## src/design/tkp_pkg.sv

```systemverilog
// Shared constants, types and codes for the top-k peak picker.
package tkp_pkg;

  localparam int MAX_WIDTH  = 256;
  localparam int MAX_HEIGHT = 256;
  localparam int MAX_POINTS = 16;

  localparam int DEPTH   = MAX_WIDTH * MAX_HEIGHT;
  localparam int ADDR_W  = $clog2(DEPTH);
  localparam int TOTAL_W = ADDR_W + 1;
  localparam int PIX_W   = 8;
  localparam int COORD_W = 8;
  localparam int DIM_W   = 9;
  localparam int NPTS_W  = 5;
  localparam int RAD_W   = 8;
  localparam int CFG_W   = 9;
  localparam int PICK_W  = $clog2(MAX_POINTS);

  localparam logic [DIM_W-1:0]  RST_WIDTH   = DIM_W'(256);
  localparam logic [DIM_W-1:0]  RST_HEIGHT  = DIM_W'(256);
  localparam logic [NPTS_W-1:0] RST_NPOINTS = NPTS_W'(4);
  localparam logic [RAD_W-1:0]  RST_RADIUS  = RAD_W'(32);

  typedef enum logic [1:0] {
    CFG_FRAME_WIDTH     = 2'd0,
    CFG_FRAME_HEIGHT    = 2'd1,
    CFG_NUM_POINTS      = 2'd2,
    CFG_SUPPRESS_RADIUS = 2'd3
  } cfg_idx_e;

  typedef enum logic [2:0] {
    ST_LOAD,
    ST_SCAN,
    ST_DRAIN,
    ST_CORNER,
    ST_BASE,
    ST_ZERO
  } state_e;

  // Register values, already clamped to their legal ranges.
  typedef struct packed {
    logic [DIM_W-1:0]  width;
    logic [DIM_W-1:0]  height;
    logic [NPTS_W-1:0] npoints;
    logic [RAD_W-1:0]  radius;
  } cfg_t;

  // Tag that travels alongside a pixel read from the store.
  typedef struct packed {
    logic               vld;
    logic               first;
    logic [COORD_W-1:0] x;
    logic [COORD_W-1:0] y;
  } sample_t;

  typedef struct packed {
    logic [COORD_W-1:0] x;
    logic [COORD_W-1:0] y;
  } peak_t;

endpackage

```

## src/design/tkp_cfg.sv

```systemverilog
// Configuration registers, clamped to their legal ranges on write.
module tkp_cfg (
  input  logic                     clk_i,
  input  logic                     rst_ni,
  input  logic                     cfg_we_i,
  input  tkp_pkg::cfg_idx_e        cfg_idx_i,
  input  logic [tkp_pkg::CFG_W-1:0] cfg_wdata_i,
  output tkp_pkg::cfg_t            cfg_o
);
  import tkp_pkg::*;

  cfg_t cfg_q, cfg_d;

  logic [DIM_W-1:0]  dim_v;
  logic [NPTS_W-1:0] npts_v;
  logic [RAD_W-1:0]  rad_v;
  logic [DIM_W-1:0]  width_c, height_c;
  logic [NPTS_W-1:0] npts_c;
  logic [RAD_W-1:0]  rad_c;

  always_comb begin
    dim_v  = cfg_wdata_i[DIM_W-1:0];
    npts_v = cfg_wdata_i[NPTS_W-1:0];
    rad_v  = cfg_wdata_i[RAD_W-1:0];

    if (dim_v == '0) begin
      width_c = DIM_W'(1);
    end else if (dim_v > DIM_W'(MAX_WIDTH)) begin
      width_c = DIM_W'(MAX_WIDTH);
    end else begin
      width_c = dim_v;
    end

    if (dim_v == '0) begin
      height_c = DIM_W'(1);
    end else if (dim_v > DIM_W'(MAX_HEIGHT)) begin
      height_c = DIM_W'(MAX_HEIGHT);
    end else begin
      height_c = dim_v;
    end

    if (npts_v == '0) begin
      npts_c = NPTS_W'(1);
    end else if (npts_v > NPTS_W'(MAX_POINTS)) begin
      npts_c = NPTS_W'(MAX_POINTS);
    end else begin
      npts_c = npts_v;
    end

    rad_c = (rad_v == '0) ? RAD_W'(1) : rad_v;
  end

  always_comb begin
    cfg_d = cfg_q;
    if (cfg_we_i) begin
      case (cfg_idx_i)
        CFG_FRAME_WIDTH:     cfg_d.width   = width_c;
        CFG_FRAME_HEIGHT:    cfg_d.height  = height_c;
        CFG_NUM_POINTS:      cfg_d.npoints = npts_c;
        CFG_SUPPRESS_RADIUS: cfg_d.radius  = rad_c;
        default:             cfg_d = cfg_q;
      endcase
    end
  end

  always_ff @(posedge clk_i or negedge rst_ni) begin
    if (!rst_ni) begin
      cfg_q.width   <= RST_WIDTH;
      cfg_q.height  <= RST_HEIGHT;
      cfg_q.npoints <= RST_NPOINTS;
      cfg_q.radius  <= RST_RADIUS;
    end else begin
      cfg_q <= cfg_d;
    end
  end

  assign cfg_o = cfg_q;

endmodule

```

## config.mk

```make
export PLATFORM = sky130hd
export DESIGN_NAME = tkp_cfg
export DESIGN_NICKNAME = d
export VERILOG_FILES = /design/src/design/tkp_pkg.sv /design/src/design/tkp_cfg.sv
export SDC_FILE = /design/constraint.sdc
export NUM_CORES = 1
export LEC_CHECK = 0
export BUFFER_PORTS_ARGS = -buffer_cell sky130_fd_sc_hd__buf_4
export CORE_MARGIN = 8
export CORE_UTILIZATION = 51
export CTS_CLUSTER_DIAMETER = 120
export DETAILED_ROUTE_END_ITERATION = 8
export HOLD_SLACK_MARGIN = 0.08
export PLACE_DENSITY = 0.84
export SLEW_MARGIN = 20
export SYNTH_ARGS = -nofsm -noshare
export SYNTH_HDL_FRONTEND = slang
export SYNTH_SLANG_ARGS = --single-unit
```

## constraint.sdc

```tcl
create_clock -name clk_i -period 2 [get_ports clk_i]
set_input_delay 0.2 -clock clk_i [delete_from_list [all_inputs] [get_ports clk_i]]
set_output_delay 0.2 -clock clk_i [all_outputs]
set_load 0.02 [all_outputs]
```

# Yosys cells after proc, flatten, opt, wreduce, memory -nomap -nowiden
# Cells that the tools add are included.
[word_totals]
word_cells = 22
inputBits = 14
out_inout_bits = 31
register_bits = 31
[classes]
n_lt_le_gt_ge = 2
n_eq_ne = 3
n_reduce_logical = 8
n_mux = 5
[ops]
columns = ["op", "n"]
rows = [
  ["$mux W9", 2],
  ["$mux W5", 2],
  ["$gt A9 B9 Y1 const B", 1],
  ["$logic_not A9 Y1", 1],
  ["$logic_not A8 Y1", 1],
  ["$mux W8", 1],
  ["$reduce_and A2 Y1", 4],
  ["$gt A5 B5 Y1 const B", 1],
  ["$logic_not A5 Y1", 1],
  ["$eq A2 B2 Y1 const B", 2],
  ["$eq A2 B1 Y1 const B", 1],
  ["$logic_not A2 Y1", 1],
]

# Longest topological paths before layout
# Gate-level depths: netlist of the first run.
[logic_depth]
ltp_word = 3
depth_mapped = 5

# Worst setup path after synthesis of the first run
# Ideal clock, no wire load.
[synth_timing]
path_type = "in2reg"
startpoint = "input cfg_idx_i[1]"
endpoint = "register cfg_q, in the netlist cfg_o[23]"
setup_slack_ns = 0.890
setup_time_ns = 0.127
required_time_ns = 1.873
t_arrival_ns = 0.983
path_stages = 5
cell_sequence = "or3b_1 -> buf_2 -> buf_2 -> nand2_1 -> o21ai_0"
[synth_via]
elab_chain_len = 2
[synth_lines]
columns = ["item", "line_no", "source"]
rows = [
  ["from (decl)", "tkp_cfg.sv:6", "input tkp_pkg::cfg_idx_e cfg_idx_i,"],
  ["$logic_not A2 Y1", "tkp_cfg.sv:56", "case (cfg_idx_i)"],
  ["$reduce_and A2 Y1 (no line)", "--", ""],
  ["to (signal assigned)", "tkp_cfg.sv:73", "cfg_q <= cfg_d;"],
  ["to (decl)", "tkp_cfg.sv:12", "cfg_t cfg_q, cfg_d;"],
]
# No other way between the ends.
# A chain may end at the register's enable or synchronous reset.

# Final worst setup path of the first run
[layout_timing]
startpoint = "register cfg_q, in the netlist cfg_o[30]"
endpoint = "output cfg_o[30] (netlist name)"
[layout_lines]
columns = ["item", "line_no", "source"]
rows = [
  ["to (decl)", "tkp_cfg.sv:8", "output tkp_pkg::cfg_t cfg_o"],
]
# No word-level cell between the ends.

==> metrics.txt, run 1 <==
# TYPE chip_impl_metric gauge
chip_impl_metric{name="io_pins",unit=""} 45
chip_impl_metric{name="maximum_net_fanout_on_the_critical_path",unit=""} 2
chip_impl_metric{name="clockBufferDepth",unit=""} 2
chip_impl_metric{name="post_cts_resize_count",unit=""} 0
chip_impl_metric{name="power.switching_fraction",unit=""} 0.313
chip_impl_metric{name="die_area",unit="sq um"} 4200
chip_impl_metric{name="worst_slew_pin_slew",unit="ns"} 0.559
chip_impl_metric{name="finalCritPeriodShare",unit=""} 0.603
chip_impl_metric{name="report.final.hold_viol_count",unit=""} 0
chip_impl_metric{name="fmaxAchievable",unit="GHz"} 0.829
chip_impl_metric{name="multi_input_comb_area",unit="sq um"} 415
chip_impl_metric{name="grt_antenna_before_repair",unit=""} 0
chip_impl_metric{name="final_design_area_no_fill",unit="sq um"} 1630
chip_impl_metric{name="synth.cell_area",unit="sq um"} 1210
chip_impl_info{name="cts-root-buf",value="sky130_fd_sc_hd__clkbuf_4"} 1
chip_impl_info{name="worst_path_dominant_cell_family",value="flip-flops"} 1
chip_impl_metric{name="sequential_cell_area",unit="sq um"} 781
chip_impl_info{name="dominant_combinational_cell_family_by_area_after_synthesis",value="simple AND/OR/NAND/NOR gates"} 1
chip_impl_info{name="cp_slowest_cell",value="sky130_fd_sc_hd__dfstp_2"} 1
chip_impl_metric{name="largest_register_ffs",unit=""} 31
chip_impl_metric{name="number_of_sinks_driven_by_the_clock_tree",unit=""} 31
chip_impl_metric{name="yosys.area_share.simple",unit=""} 0.153
chip_impl_metric{name="place.detailed.hpwl",unit="um"} 2230
chip_impl_metric{name="drt_wl_total",unit="um"} 2930
chip_impl_metric{name="drt-initial-drc-count",unit=""} 24
chip_impl_info{name="path_cells",value="buf_4"} 1
chip_impl_metric{name="share_clk_of_total_power",unit=""} 0.233
chip_impl_info{name="crit_start",value="cfg_o[30]$_DFFE_PN1P_"} 1
chip_impl_metric{name="cp_data_arrival_time",unit="ns"} 1.01
chip_impl_metric{name="netlist-cell-type-count",unit=""} 18
chip_impl_metric{name="vias_after_detailed_routing",unit=""} 942
chip_impl_metric{name="synth_enable_flop_cells",unit=""} 0
chip_impl_metric{name="yosys_register_bits",unit=""} 31
chip_impl_metric{name="worst-endpoint-required",unit="ns"} 1.80
chip_impl_metric{name="post-synth-top-area-fraction",unit=""} 0.557
chip_impl_metric{name="worst_hold_depth",unit=""} 2
chip_impl_metric{name="mux_contribution_to_synthesized_area",unit=""} 0.0928
chip_impl_metric{name="route.antenna.remaining_nets",unit=""} 0
chip_impl_metric{name="seq_area_frac_synth",unit=""} 0.643
chip_impl_info{name="outcome",value="finished clean"} 1
chip_impl_info{name="synth.top_cells.by_area",value="sky130_fd_sc_hd__dfrtp_1 56%, sky130_fd_sc_hd__dfstp_2 8.7%, sky130_fd_sc_hd__mux2_2 8.4%"} 1
chip_impl_metric{name="finalWeightedCongestion",unit=""} 0.748
chip_impl_metric{name="cp_num_cells",unit=""} 1
chip_impl_metric{name="fin_tns_setup",unit="ns"} 0
chip_impl_metric{name="fin_nets",unit=""} 167
chip_impl_metric{name="drv.max_cap_violation_count",unit=""} 0
chip_impl_metric{name="syn-mean-instance-area",unit="sq um"} 11.6
chip_impl_metric{name="pwr-share-comb",unit=""} 0.270
chip_impl_metric{name="synth-warning-count",unit=""} 0
chip_impl_metric{name="slowest_delay",unit="ns"} 0.54
chip_impl_metric{name="cts.reportedPaths.clkPinSlew",unit="ns"} 0.09
chip_impl_metric{name="rr_worst_depth",unit=""} 1
chip_impl_metric{name="switching_power",unit="uW"} 493
chip_impl_metric{name="synth_compound_area_frac",unit=""} 0.0969
chip_impl_metric{name="synth_cells",unit=""} 105
chip_impl_metric{name="setup-violations-final",unit=""} 0
chip_impl_metric{name="final_core_util",unit=""} 0.729
chip_impl_metric{name="grt_pass1_vias",unit=""} 996
chip_impl_metric{name="cts-htree-levels",unit=""} 2
chip_impl_metric{name="antenna_cells_inserted",unit=""} 0
chip_impl_metric{name="grt.overflow.total",unit=""} 0
chip_impl_metric{name="timing_max_transition_violations_final",unit=""} 0
chip_impl_metric{name="seqPwrFrac",unit=""} 0.497
chip_impl_metric{name="wl_per_cell",unit="um"} 16.2
chip_impl_metric{name="synth_adder_area_share",unit=""} 0
chip_impl_metric{name="leakage_power",unit="nW"} 0.790
chip_impl_metric{name="finalCriticalPeriod",unit="ns"} 1.21
chip_impl_info{name="worstSetupPathType",value="flip-flop to output port"} 1
chip_impl_metric{name="fin_worst_skew",unit="ns"} 0
chip_impl_metric{name="clk-insertion-delay-late",unit="ns"} 0.33
chip_impl_metric{name="power_density",unit="nW/um^2"} 967
chip_impl_info{name="final_cell_mix",value="44 x sky130_fd_sc_hd__buf_4, 27 x sky130_fd_sc_hd__dfrtp_1, 21 x sky130_fd_sc_hd__nand2_1"} 1
chip_impl_info{name="cp-endpoint",value="cfg_o[30]"} 1
chip_impl_metric{name="core",unit="sq um"} 2230
chip_impl_info{name="reg2reg_to",value="cfg_o[12]$_DFFE_PN0P_"} 1
chip_impl_metric{name="ctsHoldBuffers",unit=""} 1
chip_impl_metric{name="syn-num-nets",unit=""} 119
chip_impl_metric{name="placedInstanceArea",unit="sq um"} 1560
chip_impl_metric{name="grtUsageTotal",unit=""} 0.147
chip_impl_metric{name="synthXorXnorAreaFrac",unit=""} 0
chip_impl_metric{name="vdd_ir_drop_max",unit="mV"} 0.764
chip_impl_metric{name="drt_pre_antenna_iters",unit=""} 4
chip_impl_metric{name="floorplan.initialDensity",unit=""} 0.543
chip_impl_metric{name="internal_power",unit="mW"} 1.08
chip_impl_metric{name="floorplan.rows",unit=""} 17
chip_impl_metric{name="io_buffer_count",unit=""} 44
chip_impl_metric{name="worst-path-buf-inv",unit=""} 1
chip_impl_info{name="cp-start-kind",value="flip-flop"} 1
chip_impl_metric{name="cts_inserted_buffers",unit=""} 5
chip_impl_metric{name="grt_pass1_wl",unit="um"} 4840
chip_impl_metric{name="area_growth_syn_to_layout",unit="%"} 34.1
chip_impl_info{name="tritoncts",value="done"} 1
chip_impl_metric{name="final_layout_size_suffix_gt1_frac",unit=""} 0.418
chip_impl_metric{name="grt_max_degree",unit=""} 32
chip_impl_info{name="hold_class",value="input pin to flip-flop"} 1
chip_impl_metric{name="remaining_drc_errors",unit=""} 0
chip_impl_info{name="yosysTopAreaCell",value="sky130_fd_sc_hd__dfrtp_1"} 1
chip_impl_info{name="worst_setup_path_end_kind",value="output port"} 1
chip_impl_metric{name="num-fill-cells",unit=""} 165
chip_impl_metric{name="cts.repair_timing.setup_buffer_count",unit=""} 0
chip_impl_metric{name="setup.reg_to_reg.worst_slack",unit="ns"} 1.22
chip_impl_metric{name="slew-limit-headroom",unit=""} 0.626
chip_impl_info{name="leading_cell_type_in_the_layout_fill_and_taps_excluded",value="sky130_fd_sc_hd__buf_4"} 1
chip_impl_info{name="ys.flop_type",value="sky130_fd_sc_hd__dfrtp_1"} 1
chip_impl_metric{name="die-width",unit="um"} 64.8
chip_impl_metric{name="avgViaCountPerCell",unit=""} 5.20
chip_impl_info{name="rsz0062_at_grt",value="no"} 1
chip_impl_info{name="crit-reg2reg-launch",value="cfg_o[12]$_DFFE_PN0P_"} 1
chip_impl_metric{name="postSynth.asyncResetShare",unit=""} 1.00
chip_impl_metric{name="dieHeight",unit="um"} 64.8
==> power groups by stage <==
stage                     combinational [mW]  sequential, mW  clock [mW]
final                                  0.426           0.782       0.367
after global routing                   0.458           0.795       0.400
after CTS                              0.434           0.783       0.378
after detailed placement               0.432           0.795           0
after global placement                 0.420           0.787           0
after floorplan                       0.0937           0.906           0
==> routing by layer <==
metal | global-route usage | vias up | routed length [um]
met1 | 0.162 | 453 | 1180
met2 | 0.236 | 31 | 1470
met3 | 0.0704 | 8 | 219
met5 | 0 | - | 0
met4 | 0.0627 | 0 | 54
li1 | - | 450 | -
==> layout make-up <==
cell class              count  area share
flip-flops and latches     31       0.480
clock inverters             1     0.00307
multi-input cells          70       0.255
clock buffers               6      0.0315
repair buffers             45       0.209
well taps                  28      0.0215
==> worst min-delay path by stage <==
stage	start	end	slack, ns
CTS	cfg_wdata_i[8]	cfg_o[13]$_DFFE_PN0P_	0.09
detailed placement	rst_ni	cfg_o[14]$_DFFE_PN0P_	0.15
global route	cfg_wdata_i[5]	cfg_o[5]$_DFFE_PN1P_	0.11
global placement	rst_ni	cfg_o[15]$_DFFE_PN0P_	0.14
floorplan	rst_ni	cfg_o[0]$_DFFE_PN0P_	-0.1
finish	cfg_wdata_i[8]	cfg_o[13]$_DFFE_PN0P_	0.11
==> through the flow <==
step	power, mW	cells	setup WS (ns)	hold WS (ns)
global route	1.65	181	0.748	0.112
CTS	1.60	181	0.777	0.0938
global placement	1.21	173	0.642	0.144
finish	1.57	181	0.794	0.111
detailed placement	1.23	173	0.608	0.147
floorplan	0.999	105	0.890	-0.0956
==> synthesized netlist by cell type, types with 2 or more instances <==
cell / instances
sky130_fd_sc_hd__o21ai_1: 2
sky130_fd_sc_hd__nand2_1: 21
sky130_fd_sc_hd__nand3b_1: 2
sky130_fd_sc_hd__clkbuf_1: 2
sky130_fd_sc_hd__nand2b_1: 10
sky130_fd_sc_hd__o31ai_1: 3
sky130_fd_sc_hd__o21ai_0: 16
sky130_fd_sc_hd__buf_2: 2
sky130_fd_sc_hd__dfrtp_1: 27
sky130_fd_sc_hd__mux2_2: 9
sky130_fd_sc_hd__dfstp_2: 4
==> logic make-up (layout without fill, tap and decap cells) <==
kind of cell	after synthesis	after routing
AND/OR/NAND/NOR	38	38
flip-flops	31	31
AO/OA/AOI/OAI	22	22
multiplexers	10	10
buffers and inverters	4	52
No activity file was read; power rests on OpenSTA's default activity.
==> run 2: changes to the inputs <==
Settings changed: CORE_UTILIZATION 51 to 47, PLACE_DENSITY 0.84 to 0.79.
Clock period 2 ns to 1.2 ns, I/O delays scaled along.
==> metrics.txt, run 2 (same netlist as run 1, synthesis figures left out) <==
# TYPE chip_impl_metric gauge
chip_impl_metric{name="place_inst",unit=""} 180
chip_impl_metric{name="final_layout_size_suffix_gt1_frac",unit=""} 0.437
chip_impl_metric{name="place.detailed.hpwl",unit="um"} 2240
chip_impl_metric{name="worst-endpoint-required",unit="ns"} 1.08
chip_impl_metric{name="grt_antenna_before_repair",unit=""} 0
chip_impl_info{name="path_cells",value="buf_4"} 1
chip_impl_metric{name="instances_no_fill",unit=""} 197
chip_impl_metric{name="cts_inserted_buffers",unit=""} 5
chip_impl_metric{name="maximum_net_fanout_on_the_critical_path",unit=""} 2
chip_impl_metric{name="grt_pass1_vias",unit=""} 1081
chip_impl_metric{name="remaining_drc_errors",unit=""} 0
chip_impl_info{name="leading_cell_type_in_the_layout_fill_and_taps_excluded",value="sky130_fd_sc_hd__buf_4"} 1
chip_impl_metric{name="num-fill-cells",unit=""} 174
chip_impl_metric{name="fin_ws",unit="ns"} 0.0590
chip_impl_metric{name="number_of_sinks_driven_by_the_clock_tree",unit=""} 31
chip_impl_metric{name="area_growth_syn_to_layout",unit="%"} 48.2
chip_impl_metric{name="dieHeight",unit="um"} 66.8
chip_impl_metric{name="grt_pass1_wl",unit="um"} 5020
chip_impl_info{name="hold_class",value="input pin to flip-flop"} 1
chip_impl_metric{name="die-width",unit="um"} 66.8
chip_impl_info{name="outcome",value="finished clean"} 1
chip_impl_info{name="tritoncts",value="done"} 1
chip_impl_metric{name="antenna_cells_inserted",unit=""} 0
chip_impl_metric{name="drt-initial-drc-count",unit=""} 10
chip_impl_info{name="cp_slowest_cell",value="sky130_fd_sc_hd__dfstp_2"} 1
chip_impl_metric{name="io_pins",unit=""} 45
chip_impl_metric{name="cts-htree-levels",unit=""} 2
chip_impl_metric{name="power_density",unit="nW/um^2"} 1610
chip_impl_metric{name="grtUsageTotal",unit=""} 0.148
chip_impl_info{name="rsz0062_at_grt",value="no"} 1
chip_impl_metric{name="vias_after_detailed_routing",unit=""} 997
chip_impl_metric{name="drt_wl_total",unit="um"} 3000
chip_impl_metric{name="drt_pre_antenna_iters",unit=""} 4
chip_impl_info{name="worstSetupPathType",value="flip-flop to output port"} 1
chip_impl_metric{name="floorplan.rows",unit=""} 18
chip_impl_metric{name="slowest_delay",unit="ns"} 0.55
chip_impl_metric{name="grt.overflow.total",unit=""} 0
chip_impl_metric{name="grt_max_degree",unit=""} 32
chip_impl_metric{name="multi_input_comb_area",unit="sq um"} 437
chip_impl_metric{name="wl_per_cell",unit="um"} 15.2
chip_impl_metric{name="place_worst_setup_slack",unit="ns"} 0.0353
chip_impl_info{name="worst_path_dominant_cell_family",value="flip-flops"} 1
chip_impl_metric{name="clockBufferDepth",unit=""} 2
chip_impl_metric{name="fin_tns_setup",unit="ns"} 0
chip_impl_metric{name="worst-path-buf-inv",unit=""} 1
chip_impl_metric{name="report.final.hold_viol_count",unit=""} 0
chip_impl_metric{name="leakage_power",unit="nW"} 0.863
chip_impl_metric{name="cp_data_arrival_time",unit="ns"} 1.02
chip_impl_metric{name="cts.repair_timing.setup_buffer_count",unit=""} 0
chip_impl_metric{name="io_buffer_count",unit=""} 44
chip_impl_metric{name="drv.max_cap_violation_count",unit=""} 0
chip_impl_metric{name="floorplan.initialDensity",unit=""} 0.494
chip_impl_metric{name="fin_worst_skew",unit="ns"} 0
chip_impl_info{name="worst_setup_path_end_kind",value="output port"} 1
chip_impl_metric{name="final_core_util",unit=""} 0.733
chip_impl_metric{name="timing_max_transition_violations_final",unit=""} 0
chip_impl_metric{name="sequential_cell_area",unit="sq um"} 781
chip_impl_metric{name="clk-insertion-delay-late",unit="ns"} 0.33
chip_impl_metric{name="finalWeightedCongestion",unit=""} 0.774
chip_impl_metric{name="cts.reportedPaths.clkPinSlew",unit="ns"} 0.10
chip_impl_metric{name="vdd_ir_drop_max",unit="mV"} 1.28
chip_impl_metric{name="route.antenna.remaining_nets",unit=""} 0
chip_impl_metric{name="worst_slew_pin_slew",unit="ns"} 0.381
chip_impl_metric{name="fin_nets",unit=""} 180
chip_impl_metric{name="fmaxAchievable",unit="GHz"} 0.876
chip_impl_info{name="final_cell_mix",value="49 x sky130_fd_sc_hd__buf_4, 27 x sky130_fd_sc_hd__dfrtp_1, 21 x sky130_fd_sc_hd__nand2_1"} 1
chip_impl_metric{name="finalCritPeriodShare",unit=""} 0.951
chip_impl_metric{name="core",unit="sq um"} 2450
chip_impl_metric{name="finalCriticalPeriod",unit="ns"} 1.14
chip_impl_metric{name="setup-violations-final",unit=""} 0
chip_impl_info{name="cp-start-kind",value="flip-flop"} 1
chip_impl_metric{name="slew-limit-headroom",unit=""} 0.746
chip_impl_metric{name="avgViaCountPerCell",unit=""} 5.06
chip_impl_info{name="cts-root-buf",value="sky130_fd_sc_hd__clkbuf_4"} 1
chip_impl_metric{name="die_area",unit="sq um"} 4460
chip_impl_metric{name="largest_register_ffs",unit=""} 31
-- run 2: cell types whose count changed in the layout (fill, tap and decap cells not counted), sizes merged --
cell	before	now
dlygate4sd3	1	9
buf	44	49
bufinv	0	1
-- run 2: final cells by class --
| type | count | area share |
|---|---|---|
| Sequential cell | 31 | 0.434 |
| Tap cell | 30 | 0.0209 |
| Clock buffer | 6 | 0.0285 |
| Multi-Input combinational cell | 70 | 0.243 |
| Clock inverter | 2 | 0.0195 |
| Timing Repair Buffer | 58 | 0.255 |
-- run 2: report_power, final --
group	total [mW]	leakage (nW)	internal, mW	switching [mW]
Clock	0.857	0.0482	0.492	0.365
Combinational	0.745	0.428	0.342	0.403
Sequential	1.30	0.387	1.22	0.0866
-- run 2: what timing repair did --
item	in CTS	in global routing
endpoints found under the hold margin	44	0
gates resized for setup	0	4
setup endpoints to repair	0	4
hold buffers	9	0
-- run 2: path summary, 6_finish.rpt --
check / startpoint / end / slack, ns / cells past startpoint
max in group asynchronous: rst_ni / cfg_o[30]$_DFFE_PN1P_ / 0.65 / 2
setup reg to reg: cfg_o[10]$_DFFE_PN1P_ / cfg_o[10]$_DFFE_PN1P_ / 0.41 / 2
min in group asynchronous: rst_ni / cfg_o[9]$_DFFE_PN0P_ / 0.23 / 2
hold / removal: cfg_wdata_i[4] / cfg_o[12]$_DFFE_PN0P_ / 0.1 / 2
hold reg to reg: cfg_o[15]$_DFFE_PN0P_ / cfg_o[15]$_DFFE_PN0P_ / 0.49 / 2
setup / recovery: cfg_o[21]$_DFFE_PN1P_ / cfg_o[21] / 0.06 / 1
-- run 2: per-layer routing --
| metal | wire [um] | share of wire | GRT usage |
|---|---|---|---|
| met3 | 284 | 0.095 | 0.0671 |
| met2 | 1490 | 0.50 | 0.246 |
| met1 | 1190 | 0.40 | 0.159 |
| met4 | 31 | 0.010 | 0.0640 |
| met5 | 0 | 0 | 0 |
-- run 2: through the flow --
stage               total power, mW  hold slack, ns  area (sq um)
CTS                            2.93          0.0917          1780
finish                         2.90          0.0956          1800
global placement               2.03          0.0653          1600
floorplan                      1.67          -0.176          1210
detailed placement             2.05          0.0730          1600
global route                   3.05          0.0949          1800
==> run 3: changes to the inputs <==
Settings changed: CORE_MARGIN 8 to 2.
==> metrics.txt, run 3 (same netlist as run 1, synthesis figures left out) <==
# TYPE chip_impl_metric gauge
chip_impl_info{name="route.top_layer_used",value="met4"} 1
chip_impl_metric{name="grt_max_degree",unit=""} 32
chip_impl_metric{name="dieHeight",unit="um"} 54.8
chip_impl_metric{name="switching_power",unit="uW"} 827
chip_impl_metric{name="maximum_net_fanout_on_the_critical_path",unit=""} 2
chip_impl_metric{name="sequential_cell_area",unit="sq um"} 781
chip_impl_metric{name="fin_tns_setup",unit="ns"} 0
chip_impl_metric{name="cts.reportedPaths.clkPinSlew",unit="ns"} 0.10
chip_impl_metric{name="cp_data_arrival_time",unit="ns"} 1.01
chip_impl_metric{name="grt_pass1_vias",unit=""} 937
chip_impl_metric{name="final_design_area_no_fill",unit="sq um"} 1760
chip_impl_metric{name="drt_wl_total",unit="um"} 2790
chip_impl_metric{name="leakage_power",unit="nW"} 0.849
chip_impl_info{name="worstSetupPathType",value="flip-flop to output port"} 1
chip_impl_metric{name="power.switching_fraction",unit=""} 0.303
chip_impl_metric{name="die_area",unit="sq um"} 3000
chip_impl_metric{name="slowest_delay",unit="ns"} 0.55
chip_impl_info{name="outcome",value="finished clean"} 1
chip_impl_info{name="tritoncts",value="done"} 1
chip_impl_metric{name="vdd_ir_drop_max",unit="mV"} 1.39
chip_impl_metric{name="antenna_cells_inserted",unit=""} 0
chip_impl_metric{name="num-fill-cells",unit=""} 180
chip_impl_metric{name="clk-insertion-delay-late",unit="ns"} 0.33
chip_impl_info{name="rsz0062_at_grt",value="no"} 1
chip_impl_metric{name="power_density",unit="nW/um^2"} 1550
chip_impl_metric{name="timing_max_transition_violations_final",unit=""} 0
chip_impl_metric{name="grt_antenna_before_repair",unit=""} 0
chip_impl_info{name="cp-start-kind",value="flip-flop"} 1
chip_impl_metric{name="met3_length",unit="um"} 199
chip_impl_metric{name="fmaxAchievable",unit="GHz"} 0.881
chip_impl_metric{name="setup-violations-final",unit=""} 0
chip_impl_metric{name="avgViaCountPerCell",unit=""} 5.08
chip_impl_metric{name="multi_input_comb_area",unit="sq um"} 415
chip_impl_metric{name="floorplan.rows",unit=""} 18
chip_impl_metric{name="grt_pass1_wl",unit="um"} 4370
chip_impl_metric{name="drt-initial-drc-count",unit=""} 11
chip_impl_info{name="worst_setup_path_end_kind",value="output port"} 1
chip_impl_metric{name="vias_after_detailed_routing",unit=""} 1001
chip_impl_info{name="leading_cell_type_in_the_layout_fill_and_taps_excluded",value="sky130_fd_sc_hd__buf_4"} 1
chip_impl_metric{name="worst_slew_pin_slew",unit="ns"} 0.386
chip_impl_info{name="path_cells",value="buf_4"} 1
chip_impl_metric{name="place.detailed.hpwl",unit="um"} 1970
chip_impl_info{name="cp_slowest_cell",value="sky130_fd_sc_hd__dfstp_2"} 1
chip_impl_metric{name="slew-limit-headroom",unit=""} 0.743
chip_impl_metric{name="number_of_sinks_driven_by_the_clock_tree",unit=""} 31
chip_impl_metric{name="grt.overflow.total",unit=""} 0
chip_impl_metric{name="route.antenna.remaining_nets",unit=""} 0
chip_impl_metric{name="route.layer.met1.wl",unit="um"} 1170
chip_impl_metric{name="floorplan.initialDensity",unit=""} 0.494
chip_impl_metric{name="clockBufferDepth",unit=""} 2
chip_impl_metric{name="report.final.hold_viol_count",unit=""} 0
chip_impl_metric{name="fin_nets",unit=""} 180
chip_impl_metric{name="drt_pre_antenna_iters",unit=""} 4
chip_impl_info{name="final_cell_mix",value="49 x sky130_fd_sc_hd__buf_4, 27 x sky130_fd_sc_hd__dfrtp_1, 21 x sky130_fd_sc_hd__nand2_1"} 1
chip_impl_metric{name="share_clk_of_total_power",unit=""} 0.253
chip_impl_metric{name="largest_register_ffs",unit=""} 31
chip_impl_metric{name="internal_power",unit="mW"} 1.90
chip_impl_metric{name="placedInstanceArea",unit="sq um"} 1600
chip_impl_metric{name="remaining_drc_errors",unit=""} 0
chip_impl_metric{name="cts-htree-levels",unit=""} 2
chip_impl_metric{name="grtUsageTotal",unit=""} 0.217
chip_impl_metric{name="io_pins",unit=""} 45
chip_impl_info{name="worst_path_dominant_cell_family",value="flip-flops"} 1
chip_impl_metric{name="io_buffer_count",unit=""} 44
chip_impl_metric{name="final_core_util",unit=""} 0.717
chip_impl_metric{name="wl_per_cell",unit="um"} 14.2
chip_impl_metric{name="core",unit="sq um"} 2450
chip_impl_metric{name="cts_inserted_buffers",unit=""} 5
chip_impl_metric{name="area_growth_syn_to_layout",unit="%"} 45.1
chip_impl_info{name="cts-root-buf",value="sky130_fd_sc_hd__clkbuf_4"} 1
chip_impl_info{name="hold_class",value="input pin to flip-flop"} 1
chip_impl_metric{name="fin_worst_skew",unit="ns"} 0
chip_impl_metric{name="routed-wl-met2",unit="um"} 1350
chip_impl_metric{name="instances_no_fill",unit=""} 197
chip_impl_metric{name="drv.max_cap_violation_count",unit=""} 0
chip_impl_metric{name="finalCriticalPeriod",unit="ns"} 1.13
chip_impl_metric{name="worst-path-buf-inv",unit=""} 1
chip_impl_metric{name="finalCritPeriodShare",unit=""} 0.946
chip_impl_metric{name="worst-endpoint-required",unit="ns"} 1.08
chip_impl_metric{name="pwr-share-comb",unit=""} 0.269
chip_impl_metric{name="seqPwrFrac",unit=""} 0.478
chip_impl_metric{name="die-width",unit="um"} 54.8
chip_impl_metric{name="finalWeightedCongestion",unit=""} 0.703
chip_impl_metric{name="place_inst",unit=""} 180
chip_impl_metric{name="final_layout_size_suffix_gt1_frac",unit=""} 0.413
## run 3: changes by cell type in the layout (fill, tap and decap cells not counted)
cell                        before  now
sky130_fd_sc_hd__nor4_2          1    0
sky130_fd_sc_hd__bufinv_16       1    0
sky130_fd_sc_hd__nor3_4          1    0
sky130_fd_sc_hd__clkinv_2        1    0
sky130_fd_sc_hd__a21oi_1         0    1
sky130_fd_sc_hd__clkbuf_1        0    1
sky130_fd_sc_hd__clkbuf_8        1    2
sky130_fd_sc_hd__nor4_1          0    1
sky130_fd_sc_hd__nor3_1          0    1
sky130_fd_sc_hd__a21oi_2         1    0
## run 3: timing repair
item | in CTS | in global routing
resized for setup | 0 | 0
buffers inserted | 0 | 0
hold endpoints to repair | 46 | 0
endpoints found under the setup margin | 0 | 0
hold buffers | 9 | 0
## run 3: metal layers
layer / vias to the layer above / GRT usage
met2: 36 / 0.335
li1: 481 / -
met4: 0 / 0.104
met1: 476 / 0.266
met5: - / 0
met3: 8 / 0.0820
## run 3: area by class of cell
class,count,share of cell area
clock buffers,8,0.0391
multi-input cells,70,0.236
repair buffers,58,0.260
flip-flops and latches,31,0.443
well taps,30,0.0213
## run 3: final timing paths
| path | from | end | slack, ns | cells after the start |
|---|---|---|---|---|
| worst max register to register | cfg_o[1]$_DFFE_PN0P_ | cfg_o[1]$_DFFE_PN0P_ | 0.41 | 1 |
| worst max-delay path | cfg_o[30]$_DFFE_PN1P_ | cfg_o[30] | 0.07 | 1 |
| worst min register to register | cfg_o[10]$_DFFE_PN1P_ | cfg_o[10]$_DFFE_PN1P_ | 0.49 | 2 |
| min in group asynchronous | rst_ni | cfg_o[0]$_DFFE_PN0P_ | 0.25 | 2 |
| worst min-delay path | cfg_wdata_i[4] | cfg_o[10]$_DFFE_PN1P_ | 0.1 | 3 |
| max in group asynchronous | rst_ni | cfg_o[10]$_DFFE_PN1P_ | 0.63 | 2 |
## run 3: power by group through the flow
stage          clock (mW)  combinational (mW)  sequential [mW]
2_1_floorplan           0               0.156             1.51
3_3_place_gp            0               0.698             1.31
3_5_place_dp            0               0.716             1.32
4_1_cts             0.708               0.741             1.30
5_1_grt             0.751               0.791             1.32
6_report            0.691               0.733             1.30
## run 3: metrics by stage
| stage | setup WS, ns | hold slack (ns) | power [mW] |
|---|---|---|---|
| after floorplan | 0.170 | -0.176 | 1.67 |
| after global placement | 0.0960 | 0.0608 | 2.01 |
| after detailed placement | 0.0585 | 0.0698 | 2.04 |
| after CTS | 0.0513 | 0.0864 | 2.75 |
| after global routing | 0.0254 | 0.0858 | 2.86 |
| final | 0.0653 | 0.0955 | 2.73 |
